### src/rtl/core/hkmg_pkg.sv
`default_nettype none

package hkmg_pkg;

    localparam int WIDTH  = 640;
    localparam int HEIGHT = 480;
    localparam int NCX    = (WIDTH - 2) / 2;
    localparam int NCY    = (HEIGHT - 2) / 2;

    localparam int CI_W   = $clog2(NCX);
    localparam int CJ_W   = $clog2(NCY);
    localparam int MAP_AW = CI_W + CJ_W;

    localparam int PIX_XW = 10;
    localparam int PIX_YW = 9;
    localparam int PICK_W = 5;
    localparam int ORD_W  = 8;
    localparam int NPERM  = 24;

    localparam logic [CI_W-1:0] LAST_CI = CI_W'(NCX - 1);
    localparam logic [CJ_W-1:0] LAST_CJ = CJ_W'(NCY - 1);

    typedef logic [CI_W-1:0] ci_t;
    typedef logic [CJ_W-1:0] cj_t;

    typedef enum logic [1:0] {
        DIR_XP = 2'd0,
        DIR_YP = 2'd1,
        DIR_XN = 2'd2,
        DIR_YN = 2'd3
    } dir_t;

    typedef enum logic {
        CMD_RESTART = 1'b0,
        CMD_STEP    = 1'b1
    } cmd_t;

    typedef enum logic [3:0] {
        ST_CLEAR,
        ST_IDLE,
        ST_EXT_PROBE,
        ST_EXT_CHECK,
        ST_HUNT_RD,
        ST_HUNT_CHK,
        ST_NB_PROBE,
        ST_NB_CHECK,
        ST_LINK_PROBE,
        ST_LINK_CHECK,
        ST_EMIT0,
        ST_EMIT1
    } st_t;

    typedef struct packed {
        logic              wr_en;
        logic [MAP_AW-1:0] wr_addr;
        logic              wr_data;
        logic [MAP_AW-1:0] rd_addr;
    } map_req_t;

    typedef struct packed {
        logic ok;
        ci_t  i;
        cj_t  j;
    } nbr_t;

    localparam logic [ORD_W-1:0] PERM_TABLE [NPERM] = '{
        8'd27,  8'd30,  8'd39,  8'd45,  8'd54,  8'd57,  8'd75,  8'd78,
        8'd99,  8'd108, 8'd114, 8'd120, 8'd135, 8'd141, 8'd147, 8'd156,
        8'd177, 8'd180, 8'd198, 8'd201, 8'd210, 8'd216, 8'd225, 8'd228
    };

    // Indices beyond the table give the all-zero order, i.e. +x four times.
    function automatic logic [ORD_W-1:0] order_of(input logic [PICK_W-1:0] pick);
        logic [ORD_W-1:0] ord;
        ord = '0;
        if (pick < PICK_W'(NPERM)) begin
            ord = PERM_TABLE[pick];
        end
        return ord;
    endfunction

endpackage

`default_nettype wire

### src/rtl/core/hkmg_nbr.sv
`default_nettype none

module hkmg_nbr
    import hkmg_pkg::*;
(
    input  wire ci_t  base_i,
    input  wire cj_t  base_j,
    input  wire dir_t dir,
    output nbr_t      nbr
);

    always_comb begin
        nbr.ok = 1'b0;
        nbr.i  = base_i;
        nbr.j  = base_j;
        unique case (dir)
            DIR_XP: begin
                nbr.ok = (base_i != LAST_CI);
                nbr.i  = base_i + ci_t'(1);
            end
            DIR_YP: begin
                nbr.ok = (base_j != LAST_CJ);
                nbr.j  = base_j + cj_t'(1);
            end
            DIR_XN: begin
                nbr.ok = (base_i != '0);
                nbr.i  = base_i - ci_t'(1);
            end
            DIR_YN: begin
                nbr.ok = (base_j != '0);
                nbr.j  = base_j - cj_t'(1);
            end
            default: begin
                nbr.ok = 1'b0;
            end
        endcase
    end

endmodule

`default_nettype wire

### config.mk
export PLATFORM = sky130hd
export DESIGN_NAME = hkmg_nbr
export DESIGN_NICKNAME = d
export VERILOG_FILES = /design/src/rtl/core/hkmg_pkg.sv /design/src/rtl/core/hkmg_nbr.sv
export SDC_FILE = /design/constraint.sdc
export NUM_CORES = 1
export LEC_CHECK = 0
export BUFFER_PORTS_ARGS = -buffer_cell sky130_fd_sc_hd__buf_2
export CORE_MARGIN = 2
export CORE_UTILIZATION = 44
export DETAILED_ROUTE_END_ITERATION = 16
export GPL_TIMING_DRIVEN = 0
export PLACE_DENSITY = 0.91
export SLEW_MARGIN = 40
export SYNTH_ARGS = -nofsm -noshare
export SYNTH_HDL_FRONTEND = slang
export SYNTH_SLANG_ARGS = --single-unit
### constraint.sdc
create_clock -name vclk -period 1.5
set_input_delay 0.225 -clock vclk [all_inputs]
set_output_delay 0.225 -clock vclk [all_outputs]
set_load 0.02 [all_outputs]
==> results.cfg, run 1 <==
[synth]
ys_types = 39
yosysWarningCount = 0
yosys-top-cells-area = xnor2_1 9.8%, xor2_1 9.8%, nor3_1 5.6%
synthTopCellsByCount = 8 x nand2_1, 8 x nor3_1, 8 x xnor2_1, 8 x xor2_1, 6 x o21ai_0
yosys.area.top_type = xnor2_1
synth_cells = 109
synth_top_area_share_pct = 9.76
syn_area_um2 = 718
synth.avg_cell_area_um2 = 6.59
synth_fp_nets = 130
yosysSeqAreaShare_pct = 0

[placed_design]
portBuffers = 32
placed_area_um2 = 1040
place_congestion = 0.923
dp_hpwl_um = 1680

[outcome]
run_status = did not finish
lastStage = 5_1_grt
error = [ERROR DPL-0038] Utilization greater than 100%, impossible to legalize

[cts]
hold_buffers = 0

[sta]
crit_endpoint = nbr[16]
worst-ep-kind = top-level output

[die]
die_w_um = 44.4
initial_core_util_pct = 47.1
num_rows = 14
die_y_um = 44.4
io_pins = 37

[global_route]
grt_max_degree = 11
==> repair_timing <==
item | in CTS
endpoints found under the setup margin | 18
buffers inserted | 4
resized for setup | 37
pin swaps | 15
==> through the flow <==
step / setup WS [ns] / setup TNS [ns] / hold WS, ns / utilization, % / std cells
after detailed placement: -0.457 / -4.34 / 0.785 / 68.6 / 157
after floorplan: -0.192 / -0.584 / 0.537 / - / 109
after global placement: -0.432 / -4.09 / 0.780 / 68.6 / 157
after CTS: -0.340 / -3.32 / 0.734 / 79.3 / 161
==> cell families after synthesis <==
kind of cell / count (synthesis) / synth area share (%)
and+or+nand+nor: 58 / 49.0
muxes: 4 / 5.92
buffers and inverters: 10 / 6.10
adders and majority gates: 2 / 3.48
AOI/OAI and AO/OA: 19 / 16.0
xor gates and xnor gates: 16 / 19.5
==> inputs of run 2 (changes only) <==
--- a/config.mk
+++ b/config.mk
@@ -6,11 +6,11 @@
 export NUM_CORES = 1
 export LEC_CHECK = 0
 export BUFFER_PORTS_ARGS = -buffer_cell sky130_fd_sc_hd__buf_2
-export CORE_MARGIN = 2
-export CORE_UTILIZATION = 44
+export CORE_AREA = 2 2 63 65
 export DETAILED_ROUTE_END_ITERATION = 16
+export DIE_AREA = 0 0 65 67
 export GPL_TIMING_DRIVEN = 0
-export PLACE_DENSITY = 0.91
+export PLACE_DENSITY_LB_ADDON = 0.15
 export SLEW_MARGIN = 40
 export SYNTH_ARGS = -nofsm -noshare
 export SYNTH_HDL_FRONTEND = slang
==> constraint.sdc (replaced) <==
create_clock -name vclk -period 1.95
set_input_delay 0.2925 -clock vclk [all_inputs]
set_output_delay 0.2925 -clock vclk [all_outputs]
set_load 0.02 [all_outputs]
==> run 2 against run 1 <==
  * Area after synthesis is the same
  * The flow now finishes, with violations (negative setup slack)
  * Synthesized cell count is the same
==> results.cfg, run 2 <==
[power]
power_density_nw_per_um2 = 236
power_w = 0.000256
worst_ir_drop_vdd_mv = 0.0528
p_leak_nw = 0.449

[sta]
report.final.slew_viol_count = 0
fmax_mhz = 501
hold_viol = 0
fin_setup_tns_ns = -0.0443
worstMarginPinSlew_ns = 0.391
maxSlewHeadroom_pct = 73.7
finalWorstSetupSlack_ns = -0.0443
rsz0062_at_grt = true
period_needed_ns = 1.99
setup_violations = 1
fin_crit_sh_pct = 102

[synth]
synth_cells = 109
yosys-top-cells-area = xnor2_1 9.8%, xor2_1 9.8%, nor3_1 5.6%
ys_types = 39
yosysWarningCount = 0
syn_area_um2 = 718
synthTopCellsByCount = 8 x nand2_1, 8 x nor3_1, 8 x xnor2_1, 8 x xor2_1, 6 x o21ai_0
synth_top_area_share_pct = 9.76
yosys.area.top_type = xnor2_1
synth_fp_nets = 130
synth.avg_cell_area_um2 = 6.59
yosysSeqAreaShare_pct = 0

[global_route]
grt_usage_pct = 10.6
grt_pass1_wl_um = 3880
grt_max_degree = 11
antenna_found_initial = 0
grt_pass1_vias = 835
gr-total-overflow = 0

[worst_setup_path]
required_ns = 1.66
critPathCaptureType = output port
crit_type = primary input to output port
crit_path_max_fanout = 6
crit_arrival_ns = 1.70
cp-start-kind = primary input

[die]
initial_core_util_pct = 19.9
die_area_um2 = 4360
die_w_um = 65
core_um2 = 3610
num_rows = 22
die_y_um = 67
io_pins = 37

[route]
ant_nets = 0
wire_per_inst_um = 12.6
avgViaCountPerCell = 4.98
drt-total-wl_um = 2430
first_iter_violations = 44
drc = 0
drtPass1Iterations = 4
vias = 962

[flow_run]
maxCapViolCount = 0

[outcome]
violations = negative setup slack
run_status = finished with violations

[placed_design]
dp_hpwl_um = 1900
dpl.cell_count = 189
dpl_worst_slack_ns = -0.364
portBuffers = 32
place_congestion = 0.845

[cells_and_area]
clkbuf_count = 0
layout.sequential_cells = 0
final_cells = 193
drive_above_1_share_pct = 42.1
multi_input_area_um2 = 746
final_cell_mix = 30 x buf_2, 8 x nand2_1
ff_latch_area_um2 = 0
syn2layout_area_growth_pct = 51.0
n_antenna_cell = 0
final_common_cell = buf_2
nNetsFinal = 168
nFillCells = 413

[cts]
hold_buffers = 0

[hold_path]
hold_path_class = primary input to output port
-- run 2: cell type report --
| class | instances | share of cell area (%) |
|---|---|---|
| well taps | 48 | 5.54 |
| inverters | 1 | 0.346 |
| multi-input cells | 99 | 68.7 |
| plain buffers | 9 | 4.15 |
| repair buffers | 36 | 21.2 |
-- run 2: stage by stage --
step	utilization (%)	hold slack [ns]	cell area, µm²
final	30.1	0.882	1080
after CTS	27.8	0.907	1000
after detailed placement	26.2	0.904	946
after floorplan	-	0.679	726
after global routing	30.1	0.897	1080
after global placement	26.2	0.907	946
-- run 2: cells by family after synthesis --
| kind of cell | share of synthesized area (%) |
|---|---|
| and+or+nand+nor | 49.0 |
| buffers and inverters | 6.10 |
| xor gates and xnor gates | 19.5 |
| AOI/OAI and AO/OA | 16.0 |
| adders and majority gates | 3.48 |
| muxes | 5.92 |
-- run 2: final timing paths --
kind / start / endpoint / slack (ns) / depth (start not counted)
min: base_j[4] / nbr[4] / 0.88 / 3
max: dir[0] / nbr[16] / -0.04 / 9
-- run 2: critical path, stage by stage --
cell and delay, ns:
buf_8 0.10, nand2b_4 0.17, xnor2_4 0.16, ha_4 0.19
nand3b_1 0.08, a21o_1 0.17, a22oi_2 0.23, xor2_2 0.17
buf_6 0.13
-- run 2: power breakdown --
| group | switching [W] | internal, W |
|---|---|---|
| Clock | 0 | 0 |
| Sequential | 0 | 0 |
| Combinational | 0.000147 | 0.000110 |
-- run 2: routing by layer --
metal  GRT usage, %  routed length, µm
met5              0                  0
met4              0                  0
met1           15.3               1130
met3          0.169                115
met2           18.4               1180
-- run 2: what timing repair did --
| item | 4_1_cts | 5_1_grt |
|---|---|---|
| gates resized for setup | 14 | 19 |
| endpoints found under the setup margin | 9 | 8 |
| pin swaps | 5 | 6 |
| buffers inserted | 1 | 3 |
(Power assumes the default switching activity.)
==> inputs of run 3 (changes only) <==
--- a/config.mk
+++ b/config.mk
@@ -5,10 +5,10 @@
 export SDC_FILE = /design/constraint.sdc
 export NUM_CORES = 1
 export LEC_CHECK = 0
-export BUFFER_PORTS_ARGS = -buffer_cell sky130_fd_sc_hd__buf_2
 export CORE_AREA = 2 2 63 65
 export DETAILED_ROUTE_END_ITERATION = 16
 export DIE_AREA = 0 0 65 67
+export DONT_BUFFER_PORTS = 1
 export GPL_TIMING_DRIVEN = 0
 export PLACE_DENSITY_LB_ADDON = 0.15
 export SLEW_MARGIN = 40
==> constraint.sdc (replaced) <==
create_clock -name vclk -period 1.95
set_input_delay 0.0975 -clock vclk [all_inputs]
set_output_delay 0.0975 -clock vclk [all_outputs]
set_load 0.02 [all_outputs]
==> run 3 against run 2 <==
  * The flow now finishes without violations
  * Combinational power shrank 37%
  * Clock-buffer cell count is the same
  * Highest routed layer unchanged
  * Routed wire length shrank 4.7%
  * Critical path depth shrank 2
  * Die area is the same
==> results.cfg, run 3 (synthesis gave the netlist of run 2 again) <==
[route]
route.met3.wl_um = 146
ant_nets = 0
vias = 841
drtPass1Iterations = 4
m1WireLength_um = 1050
wl_met2_um = 1120
wire_per_inst_um = 14.7
drt-total-wl_um = 2320
avgViaCountPerCell = 5.36
drc = 0
top_layer = met3
first_iter_violations = 13

[die]
die_area_um2 = 4360
num_rows = 22
die_w_um = 65
core_um2 = 3610
io_pins = 37
die_y_um = 67
initial_core_util_pct = 19.9

[worst_setup_path]
critPathCaptureType = output port
crit_arrival_ns = 1.70
crit_path_max_fanout = 7
cp-start-kind = primary input
crit_type = primary input to output port
required_ns = 1.85

[placed_design]
portBuffers = 0
dp_hpwl_um = 1890
placed_area_um2 = 778
place_congestion = 0.735
dpl.cell_count = 157

[cells_and_area]
nNetsFinal = 132
layout.sequential_cells = 0
syn2layout_area_growth_pct = 8.36
clkbuf_count = 0
n_antenna_cell = 0
drive_above_1_share_pct = 10.1
final_cell_mix = 8 x xnor2_1, 8 x nor3_1, 8 x xor2_1, 8 x nand2_1, 6 x o21ai_0
ff_latch_area_um2 = 0
final_cell_area_um2 = 778
final_cells = 157

[outcome]
run_status = complete, no violations

[power]
worst_ir_drop_vdd_mv = 0.0276
power_w = 0.000162
power_density_nw_per_um2 = 209
p_leak_nw = 0.261

[sta]
fin_crit_sh_pct = 92.1
hold_viol = 0
worstMarginPinSlew_ns = 0.693
fmax_mhz = 557
maxSlewHeadroom_pct = 53.3
period_needed_ns = 1.80
rsz0062_at_grt = false
setup_violations = 0
fin_setup_tns_ns = 0
report.final.slew_viol_count = 0

[cts]
cts_resized = 0
cts_setup_buffers = 0
hold_buffers = 0

[hold_path]
holdPathEnd = nbr[6]
hold_start = base_j[6]
hold_path_class = primary input to output port
holdPathStages = 1

[global_route]
antenna_found_initial = 0
grt_pass1_vias = 802
grt_usage_pct = 10.5
grt_max_degree = 11
grt_pass1_wl_um = 3750
gr-total-overflow = 0

[flow_run]
maxCapViolCount = 0
[run 3: changes by cell type in the layout (fill, tap and decap cells not counted), moves of 2 or more]
cell / change
clkbuf_1: +4
buf_8: -2
buf_4: -7
ha_1: +2
clkbuf_2: -4
buf_6: -2
buf_2: -25
[run 3: worst max-delay path by stage]
| stage | cells past startpoint | slack, ns | from | end |
|---|---|---|---|---|
| after detailed placement | 7 | 0.14 | dir[0] | nbr[16] |
| after global placement | 7 | 0.10 | dir[0] | nbr[16] |
| after floorplan | 7 | 0.37 | dir[0] | nbr[16] |
| final | 7 | 0.15 | dir[0] | nbr[16] |
| after CTS | 7 | 0.13 | dir[0] | nbr[16] |
| after global routing | 7 | 0.005 | dir[0] | nbr[16] |
[run 3: metal layers]
| layer | vias up | global-route usage (%) |
|---|---|---|
| li1 | 408 | - |
| met1 | 416 | 13.6 |
| met2 | 17 | 19.5 |
| met3 | 0 | 1.52 |
| met4 | 0 | 0 |
| met5 | - | 0 |
[run 3: final cells by class]
cell class | count | area, µm²
Buffer | 9 | 40.0
Inverter | 1 | 3.75
Fill cell | 429 | 2830
Tap cell | 48 | 60.1
Multi-Input combinational cell | 99 | 674
[run 3: critical path: stages]
cell,delay [ns]
nand2b_1,0.20
xnor2_1,0.16
ha_1,0.25
nor3_1,0.22
o21bai_1,0.09
a22oi_1,0.23
xor2_1,0.44
[run 3: per-stage QoR]
step                      worst slack, ns  hold slack, ns  utilization [%]
after floorplan                     0.370           0.319                -
after global placement              0.104           0.326             21.6
after detailed placement            0.140           0.327             21.6
after CTS                           0.134           0.327             21.6
after global routing              0.00529           0.330             21.6
final                               0.154           0.326             21.6
[run 3: report_power, final]
part | total, W | switching, W | leakage (nW) | internal, W
Clock | 0 | 0 | 0 | 0
Sequential | 0 | 0 | 0 | 0
Combinational | 0.000162 | 0.000108 | 0.261 | 0.0000540
Total | 0.000162 | 0.000108 | 0.261 | 0.0000540
==> inputs of run 4 (changes only) <==
--- a/config.mk
+++ b/config.mk
@@ -11,6 +11,7 @@
 export DONT_BUFFER_PORTS = 1
 export GPL_TIMING_DRIVEN = 0
 export PLACE_DENSITY_LB_ADDON = 0.15
+export REMOVE_ABC_BUFFERS = 1
 export SLEW_MARGIN = 40
 export SYNTH_ARGS = -nofsm -noshare
 export SYNTH_HDL_FRONTEND = slang
==> constraint.sdc (replaced) <==
create_clock -name vclk -period 1.95
set_input_delay 0.195 -clock vclk [all_inputs]
set_output_delay 0.195 -clock vclk [all_outputs]
set_load 0.02 [all_outputs]
==> run 4 against run 3 <==
  * Via count fell by 7.4%
  * Core utilization fell by 0.45 points
  * Non-clock buffer count fell by 9
  * Critical path depth stayed put
  * Hold slack gained 0.15 ns
  * First-iteration DRC count grew to 3.5 times the previous value
  * Routed wire length shrank 6.5%
  * Sequential share of layout area unchanged
  * Flip-flop and latch count is the same
  * Die area stayed put
  * Critical endpoint unchanged
  * Highest routed layer unchanged
==> results.cfg, run 4 (synthesis gave the netlist of run 2 again) <==
[cells_and_area]
layout.sequential_cells = 0
drive_above_1_share_pct = 10.0
ff_latch_area_um2 = 0
nNetsFinal = 123
final_cells = 148
clkbuf_count = 0
syn2layout_area_growth_pct = 6.10
n_antenna_cell = 0
final_cell_mix = 8 x xnor2_1, 8 x nor3_1, 8 x nand2_1

[sta]
fmax_mhz = 537
worstMarginPinSlew_ns = 0.711
fin_setup_tns_ns = 0
maxSlewHeadroom_pct = 52.1
hold_slack_ns = 0.480
report.final.slew_viol_count = 0
setup_violations = 0
period_needed_ns = 1.86
fin_crit_sh_pct = 95.5
hold_viol = 0

[global_route]
grt_max_degree = 26
grt_pass1_vias = 701
grt_pass1_wl_um = 3210
grt_usage_pct = 8.77
antenna_found_initial = 0
gr-total-overflow = 0

[power]
power_frac_comb_pct = 100.0
power_switching_w = 0.0000841
power_frac_seq_pct = 0
p_leak_nw = 0.239
p_clk_share_pct = 0
worst_ir_drop_vdd_mv = 0.0291
power_density_nw_per_um2 = 177
p_int_w = 0.0000508
switching_share_pct = 62.4

[die]
num_rows = 22
die_y_um = 67
initial_core_util_pct = 19.9
io_pins = 37
die_area_um2 = 4360
die_w_um = 65
core_um2 = 3610

[worst_setup_path]
critPathCaptureType = output port
cp-start-kind = primary input
slowest_stage = xor2_2
crit_arrival_ns = 1.67
path_delay_family = XOR/XNOR gates
max_stage_delay_ns = 0.29
required_ns = 1.75
worstPathBufferInverterCount = 0
crit_chain = nand2b_1, xnor2_1, ha_1, nor3_1, o21bai_1, a22oi_2, xor2_2
crit_type = primary input to output port
crit_path_max_fanout = 25

[outcome]
run_status = complete, no violations

[route]
ant_nets = 0
route.met3.wl_um = 109
avgViaCountPerCell = 5.26
drc = 0
m1WireLength_um = 1010
first_iter_violations = 45
drtPass1Iterations = 4
vias = 779
top_layer = met3
wire_per_inst_um = 14.6
drt-total-wl_um = 2170
wl_met2_um = 1040

[cts]
cts_resized = 0
cts_setup_buffers = 0
hold_buffers = 0

[placed_design]
portBuffers = 0
place_congestion = 0.771
dp_hpwl_um = 1640
dpl.cell_count = 148

[flow_run]
maxCapViolCount = 0

[hold_path]
hold_path_class = primary input to output port
[run 4: cell count changes in the layout (fill, tap and decap cells not counted)]
cell	change
xor2_2	+2
xor2_1	-2
a21oi_1	-1
clkbuf_1	-4
a22oi_2	+1
a22oi_1	-1
a21oi_2	+1
buf_2	-5
[run 4: stage by stage]
step	setup WS (ns)	cell area, µm²	util [%]	total power, W
floorplan	0.182	678	-	0.000120
finish	0.0871	762	21.1	0.000135
global placement	0.0145	738	20.5	0.000133
detailed placement	0.0173	738	20.5	0.000133
CTS	0.0157	738	20.5	0.000133
global route	-0.0574	762	21.1	0.000146
[run 4: layout make-up]
class	count	area (µm²)
Multi-Input combinational cell	99	698
Fill cell	423	2840
Inverter	1	3.75
Tap cell	48	60.1
[run 4: path summary, 6_finish.rpt]
kind                   to  cells past startpoint  slack (ns)      start
setup / recovery  nbr[16]                      7        0.09     dir[0]
hold / removal    nbr[12]                      1        0.48  base_i[4]
[run 4: power by group through the flow]
| stage | registers, W | logic, W | clock network, W |
|---|---|---|---|
| global route | 0 | 0.000146 | 0 |
| detailed placement | 0 | 0.000133 | 0 |
| CTS | 0 | 0.000133 | 0 |
| floorplan | 0 | 0.000120 | 0 |
| finish | 0 | 0.000135 | 0 |
| global placement | 0 | 0.000133 | 0 |
[run 4: metal layers]
| metal | vias up | GRT usage (%) |
|---|---|---|
| li1 | 384 | - |
| met1 | 377 | 11.5 |
| met2 | 18 | 16.0 |
| met3 | 0 | 1.35 |
| met4 | 0 | 0 |
| met5 | - | 0 |
